--- src/sv/rbc_pkg.sv ---
`timescale 1ns / 1ps
`default_nettype none
// ----------------------------------------------------------------------------
// rbc_pkg
// Shared widths, codes and saturation helper of the rational B-spline curve
// evaluator.
// ----------------------------------------------------------------------------
package rbc_pkg;

  localparam int unsigned DATA_W  = 32;
  localparam int unsigned PROD_W  = 64;
  localparam int unsigned MODE_W  = 2;
  localparam int unsigned INDEX_W = 7;
  localparam int unsigned STAT_W  = 2;

  localparam int unsigned ORDER_W = 4;
  localparam int unsigned LAST_W  = 6;
  localparam int unsigned NKNOT_W = 7;

  localparam int unsigned CFG_IDX_W  = 2;
  localparam int unsigned CFG_DATA_W = 7;

  localparam int unsigned MAX_POINTS_DEF = 64;
  localparam int unsigned MAX_ORDER_DEF  = 8;
  localparam int unsigned FRAC_BITS_DEF  = 16;

  // configuration register indexes
  localparam logic [CFG_IDX_W-1:0] CFG_ORDER = 2'd0;
  localparam logic [CFG_IDX_W-1:0] CFG_LAST  = 2'd1;
  localparam logic [CFG_IDX_W-1:0] CFG_NKNOT = 2'd2;

  localparam logic [ORDER_W-1:0] ORDER_RST = 4'd4;
  localparam logic [LAST_W-1:0]  LAST_RST  = 6'd3;
  localparam logic [NKNOT_W-1:0] NKNOT_RST = 7'd8;

  // item modes
  localparam logic [MODE_W-1:0] MODE_KNOT  = 2'd0;
  localparam logic [MODE_W-1:0] MODE_POINT = 2'd1;
  localparam logic [MODE_W-1:0] MODE_EVAL  = 2'd2;

  // result status
  localparam logic [STAT_W-1:0] ST_OK      = 2'd0;
  localparam logic [STAT_W-1:0] ST_ZERO_W  = 2'd1;
  localparam logic [STAT_W-1:0] ST_FEW_KN  = 2'd2;

  localparam logic signed [DATA_W-1:0] S32_MAX = 32'sh7FFF_FFFF;
  localparam logic signed [DATA_W-1:0] S32_MIN = 32'sh8000_0000;

  // clamp a wide signed value into 32 bits
  function automatic logic signed [DATA_W-1:0] sat32(input logic signed [PROD_W-1:0] v);
    logic signed [DATA_W-1:0] r;
    if (v > 64'sh0000_0000_7FFF_FFFF) r = S32_MAX;
    else if (v < -64'sh0000_0000_8000_0000) r = S32_MIN;
    else r = v[DATA_W-1:0];
    return r;
  endfunction

endpackage
`default_nettype wire

--- src/sv/rbc_div.sv ---
`timescale 1ns / 1ps
`default_nettype none
// ----------------------------------------------------------------------------
// rbc_div
// Radix-2 restoring divider, 64-bit signed by 32-bit signed, quotient
// truncated toward zero and saturated to 32 bits.
// ----------------------------------------------------------------------------
module rbc_div (
  input  wire logic                                  clk_i,
  input  wire logic                                  rst_ni,
  input  wire logic                                  start_i,
  input  wire logic signed [rbc_pkg::PROD_W-1:0]     dividend_i,
  input  wire logic signed [rbc_pkg::DATA_W-1:0]     divisor_i,
  output      logic                                  done_o,
  output      logic signed [rbc_pkg::DATA_W-1:0]     quot_o
);

  localparam int unsigned PW = rbc_pkg::PROD_W;
  localparam int unsigned DW = rbc_pkg::DATA_W;

  logic               busy_q, done_q;
  logic [5:0]         cnt_q;
  logic [DW:0]        rem_q;
  logic [PW-1:0]      quo_q;
  logic [DW-1:0]      dvs_q;
  logic               neg_q;
  logic [DW:0]        shifted;
  logic               fits;
  logic               big;

  assign shifted = {rem_q[DW-1:0], quo_q[PW-1]};
  assign fits    = shifted >= {1'b0, dvs_q};

  always_ff @(posedge clk_i or negedge rst_ni) begin
    if (!rst_ni) begin
      busy_q <= 1'b0;
      done_q <= 1'b0;
    end else begin
      done_q <= busy_q && (cnt_q == '0);
      if (start_i) begin
        busy_q <= 1'b1;
      end else if (busy_q && (cnt_q == '0)) begin
        busy_q <= 1'b0;
      end
    end
  end

  always_ff @(posedge clk_i) begin
    if (start_i) begin
      quo_q <= dividend_i[PW-1] ? PW'(-dividend_i) : PW'(dividend_i);
      dvs_q <= divisor_i[DW-1] ? DW'(-divisor_i) : DW'(divisor_i);
      neg_q <= dividend_i[PW-1] ^ divisor_i[DW-1];
      rem_q <= '0;
      cnt_q <= 6'd63;
    end else if (busy_q) begin
      rem_q <= fits ? (shifted - {1'b0, dvs_q}) : shifted;
      quo_q <= {quo_q[PW-2:0], fits};
      cnt_q <= cnt_q - 6'd1;
    end
  end

  // clamp the magnitude to what fits the sign
  assign big = neg_q ? (quo_q > 64'h0000_0000_8000_0000) : (quo_q > 64'h0000_0000_7FFF_FFFF);

  always_comb begin
    if (big) quot_o = neg_q ? rbc_pkg::S32_MIN : rbc_pkg::S32_MAX;
    else if (neg_q) quot_o = DW'(-quo_q[DW-1:0]);
    else quot_o = quo_q[DW-1:0];
  end

  assign done_o = done_q;

endmodule
`default_nettype wire

--- config.mk ---
export PLATFORM = sky130hd
export DESIGN_NAME = rbc_div
export DESIGN_NICKNAME = d
export VERILOG_FILES = /design/src/sv/rbc_pkg.sv /design/src/sv/rbc_div.sv
export SDC_FILE = /design/constraint.sdc
export NUM_CORES = 1
export LEC_CHECK = 0
export BUFFER_PORTS_ARGS = -buffer_cell sky130_fd_sc_hd__buf_2
export CAP_MARGIN = 20
export CELL_PAD_IN_SITES_DETAIL_PLACEMENT = 1
export CELL_PAD_IN_SITES_GLOBAL_PLACEMENT = 2
export CORE_UTILIZATION = 36
export CTS_CLUSTER_SIZE = 24
export DETAILED_ROUTE_END_ITERATION = 10
export GPL_ROUTABILITY_DRIVEN = 0
export PLACE_DENSITY_LB_ADDON = 0.2
export SLEW_MARGIN = 20
export SYNTH_ARGS = -nofsm -noshare
export SYNTH_HDL_FRONTEND = slang
export SYNTH_SLANG_ARGS = --single-unit
--- constraint.sdc ---
create_clock -name clk_i -period 3.77 [get_ports clk_i]
set_clock_uncertainty 0.1 [all_clocks]
set_input_delay 0.1885 -clock clk_i [delete_from_list [all_inputs] [get_ports clk_i]]
set_output_delay 0.1885 -clock clk_i [all_outputs]
set_load 0.005 [all_outputs]
==> results by group <==
Global route
  • GR Overflow Total: 0
  • Total global-route track usage: 0.2202
  • Number of global-route vias before repair: 9637
  • Largest net degree at the start of global routing: 80
  • Number of antenna violations at the first check in global routing: 0
  • Wire length of the first global-routing pass: 51200 um

Worst setup path
  • Cell count of the worst reg-to-reg path: 12
  • Worst EP arrival: 3.26 ns
  • Setup slack, reg-to-reg: 0.30 ns
  • Capturing point of the worst reg2reg path: rem_q[27]
  • FF-to-FF Start: dvs_q[3]
  • Crit end category: output port
  • Data required time at the worst endpoint: 3.48 ns
  • Critical Path Fanout Max: 10
  • Type of element launching the critical path: flip-flop
  • Critical setup path kind: flip-flop to output port

Yosys
  • Xor and xnor fraction of the mapped netlist area: 0.1038
  • Count of different cell masters after synthesis: 63
  • Net count after synthesis: 1371
  • Count leader, synth: sky130_fd_sc_hd__a21oi_1
  • Synth Instances: 1234
  • Synthesized area divided by synthesized cell count: 8.341 um2
  • Share of flip-flops with an asynchronous set or reset after synthesis: 0.01460
  • Area share of the largest cell type after synthesis: 0.2830
  • Number of warnings printed during yosys synthesis: 0
  • Post-synth EDFFs: 97
  • Biggest area consumer among synthesized cells: sky130_fd_sc_hd__edfxtp_1
  • Dominant combinational cell family by area after synthesis: compound AO/OA/AOI/OAI gates
  • List of most frequent post-synthesis cells: sky130_fd_sc_hd__a21oi_1, sky130_fd_sc_hd__nand2_1, sky130_fd_sc_hd__nor2_1
  • Largest cells by area after synthesis: sky130_fd_sc_hd__edfxtp_1, sky130_fd_sc_hd__dfxtp_1, sky130_fd_sc_hd__a21oi_1
  • Adder and majority cell fraction of the synthesized area: 0.04692
  • Most instantiated flip-flop cell in the synthesis netlist: sky130_fd_sc_hd__edfxtp_1
  • Summed instance area of the synthesized netlist: 10290 um2
  • Portion of the post-synthesis area used by sequential elements: 0.3618
  • FF+latch count, synth: 137
  • Area fraction in compound gates after synthesis: 0.2234
  • Share of synthesized cell area in and, or, nand and nor gates: 0.2082
  • Share of cell area taken by muxes after synthesis: 0.008023

Clocking
  • Clock input transition at the sequential cells of the worst setup and hold paths: 0.07 ns
  • Clock sinks: 137
  • Buffer depth of the longest clock path: 2
  • CTS Buf Count: 17
  • Clock insertion delay at the later pin of the skew report: 0.43 ns
  • TritonCTS clock tree: built
  • Root buffer cell: sky130_fd_sc_hd__clkbuf_16
  • Maximum level of the CTS H-tree: 4

Cells and area
  • Antenna cell count: 0
  • Final cell area excluding filler cells: 12340 um2
  • Fraction of final layout cells sized beyond drive strength 1: 0.1680
  • Area delta synth->final: 19.85%
  • Fill cell instance count of the final layout: 3429
  • Net count of the finished layout: 1523
  • Utilization after layout: 0.4416

Routing
  • Number of nets with antenna violations after routing: 0
  • Detailed-route vias per instance: 5.562
  • Total number of vias: 9884
  • TritonRoute pass-1 iters: 4
  • Iteration-0 DRC count of the detailed router: 563
  • Post-route DRC violation count: 0
  • Routed length per instance: 17.90 um
  • Total length of routed wires: 31800 um

Power
  • Combinational Power Share: 0.192
  • Maximum vdd drop: 266.5 uV
  • Total chip power: 4.392 mW
  • Internal Power: 3.052 mW
  • Clk pwr share: 0.374
  • Sequential group share of total power: 0.434
  • Cell area power density: 356.1 nW/um2
  • Leakage dissipation: 4.793 nW
  • Switching portion of total power: 0.3052
  • Net switching power figure: 1.341 mW

Timing
  • Final number of hold-violating endpoints: 0
  • Slew at the pin closest to its max-slew limit: 0.8868 ns
  • Setup repair after global routing missed its margin: no
  • Tcrit/Tclk final: 0.9401
  • Number of max-slew violations in the final report: 0
  • Final count of negative-setup-slack endpoints: 0
  • Slew HR: 0.4066
  • Shortest clock period the worst path allows after layout: 3.544 ns
  • Max Clk Rate: 0.2822 GHz
  • Hold WS: 0.002777 ns

Min path
  • Worst Hold Path EP: dvs_q[29]
  • Worst hold path startpoint: divisor_i[29]
  • Type of the most critical hold path: primary input to flip-flop
  • Hold-critical path depth: 2

Placed design
  • Input/output buffers: 131
  • Post-placement cell area: 11500 um2
  • Post-detailed-placement half-perimeter wirelength: 23590 um

Floorplanning
  • Row Count: 61
  • Total Die Area: 29270 um2
  • Num ports: 132
  • Initial standard-cell utilization of the core: 0.3684
  • Core box area: 27930 um2
  • Width of the die: 171.1 um
  • Die Y-Extent: 171.1 um

Run
  • Max Cap Violations: 0

Run status
  • Status: complete, no violations
routing by layer:
| metal | part of all wire | routed length [um] | track usage |
|---|---|---|---|
| met2 | 0.47 | 14910 | 0.3627 |
| met4 | 0.010 | 328 | 0.04852 |
| met5 | 0 | 0 | 0 |
| met1 | 0.49 | 15510 | 0.3091 |
| met3 | 0.033 | 1050 | 0.02313 |
power by group through the flow:
stage | registers, mW | clock network (mW) | logic (mW)
finish | 1.91 | 1.64 | 0.842
global route | 1.93 | 1.73 | 0.946
CTS | 1.91 | 1.67 | 0.836
detailed placement | 1.94 | 0 | 0.813
global placement | 1.93 | 0 | 0.797
floorplan | 1.88 | 0 | 0.530
worst max-delay path by stage:
stage                     slack (ns)         end  depth (start not counted)          from
after global placement         -0.03   dvs_q[28]                         11  divisor_i[1]
after CTS                       0.04  quot_o[25]                         12      quo_q[1]
final                           0.23  quot_o[25]                         12      quo_q[0]
after detailed placement       -0.09   dvs_q[26]                         11  divisor_i[1]
after floorplan                 0.26   dvs_q[28]                         10  divisor_i[1]
after global routing           0.007  quot_o[26]                         12      quo_q[0]
sequential cells by signal, indices dropped and copies added, names as in the netlist:
| signal | count |
|---|---|
| busy_q | 1 |
| done_o | 1 |
| dvs_q | 32 |
| cnt_q | 6 |
| neg_q | 1 |
| quo_q | 64 |
| rem_q | 32 |
critical path, stage by stage, from the launching register on:
cell,delay [ns]
sky130_fd_sc_hd__edfxtp_1,0.40
sky130_fd_sc_hd__inv_1,0.11
sky130_fd_sc_hd__ha_2,0.21
sky130_fd_sc_hd__nor3b_4,0.23
sky130_fd_sc_hd__nand4_1,0.17
sky130_fd_sc_hd__or4_4,0.57
sky130_fd_sc_hd__a21oi_2,0.17
sky130_fd_sc_hd__o21ai_2,0.12
sky130_fd_sc_hd__nand2b_1,0.19
sky130_fd_sc_hd__buf_4,0.19
sky130_fd_sc_hd__a211oi_1,0.21
sky130_fd_sc_hd__a211oi_1,0.08
sky130_fd_sc_hd__buf_2,0.17
cells by family after synthesis:
family	count (synthesis)
and+or+nand+nor	432
AOI/OAI and AO/OA	366
DFF	137
buffers and inverters	131
xor gates and xnor gates	122
adders and majority gates	38
muxes	8
layout make-up:
type | instances | area (um2) | area share
Clock buffer | 17 | 425.4 | 0.03449
Clock inverter | 15 | 141.4 | 0.01146
Inverter | 67 | 251.5 | 0.02039
Multi-Input combinational cell | 966 | 6116 | 0.4958
Sequential cell | 137 | 3724 | 0.3019
Tap cell | 378 | 473.0 | 0.03834
Timing Repair Buffer | 197 | 1205 | 0.09768
layout by cell type (no fill, tap or decap), types with 4 or more instances in the layout:
| master | instances |
|---|---|
| sky130_fd_sc_hd__edfxtp_1 | 97 |
| sky130_fd_sc_hd__a21oi_1 | 125 |
| sky130_fd_sc_hd__and3_1 | 7 |
| sky130_fd_sc_hd__nand2b_1 | 19 |
| sky130_fd_sc_hd__nor3_1 | 23 |
| sky130_fd_sc_hd__o31ai_1 | 37 |
| sky130_fd_sc_hd__xnor2_1 | 51 |
| sky130_fd_sc_hd__nand4_1 | 22 |
| sky130_fd_sc_hd__inv_1 | 64 |
| sky130_fd_sc_hd__a32oi_1 | 6 |
| sky130_fd_sc_hd__nor2b_1 | 11 |
| sky130_fd_sc_hd__mux2i_1 | 6 |
| sky130_fd_sc_hd__or2_2 | 5 |
| sky130_fd_sc_hd__clkbuf_16 | 17 |
| sky130_fd_sc_hd__dfxtp_1 | 38 |
| sky130_fd_sc_hd__o211ai_1 | 7 |
| sky130_fd_sc_hd__nand2_1 | 120 |
| sky130_fd_sc_hd__o21a_1 | 7 |
| sky130_fd_sc_hd__nand3_1 | 20 |
| sky130_fd_sc_hd__and2_1 | 4 |
| sky130_fd_sc_hd__nor4_1 | 20 |
| sky130_fd_sc_hd__xor2_1 | 71 |
| sky130_fd_sc_hd__ha_1 | 36 |
| sky130_fd_sc_hd__buf_2 | 130 |
| sky130_fd_sc_hd__buf_4 | 47 |
| sky130_fd_sc_hd__or4_4 | 4 |
| sky130_fd_sc_hd__nor2_1 | 111 |
| sky130_fd_sc_hd__o311ai_0 | 8 |
| sky130_fd_sc_hd__or4_1 | 22 |
| sky130_fd_sc_hd__dlygate4sd3_1 | 19 |
| sky130_fd_sc_hd__o21ai_0 | 90 |
| sky130_fd_sc_hd__a311oi_1 | 18 |
| sky130_fd_sc_hd__a21o_1 | 8 |
| sky130_fd_sc_hd__clkinv_2 | 4 |
| sky130_fd_sc_hd__a211oi_1 | 16 |
| sky130_fd_sc_hd__inv_6 | 4 |
| sky130_fd_sc_hd__o41ai_1 | 9 |
| sky130_fd_sc_hd__or3_1 | 29 |
stage by stage:
stage | std cells | setup TNS (ns) | setup slack [ns]
CTS | 1772 | 0 | 0.03907
global route | 1777 | 0 | 0.006610
floorplan | 1234 | 0 | 0.2626
finish | 1777 | 0 | 0.2258
global placement | 1721 | -0.03769 | -0.03068
detailed placement | 1721 | -0.3055 | -0.08981
timing repair:
action	CTS	global route
endpoints found under the setup margin	30	33
hold buffers	19	0
resized for setup	4	7
pin swaps	0	1
buffers inserted	0	5
hold endpoints to repair	20	0
Power figures use the tool's default switching activity.
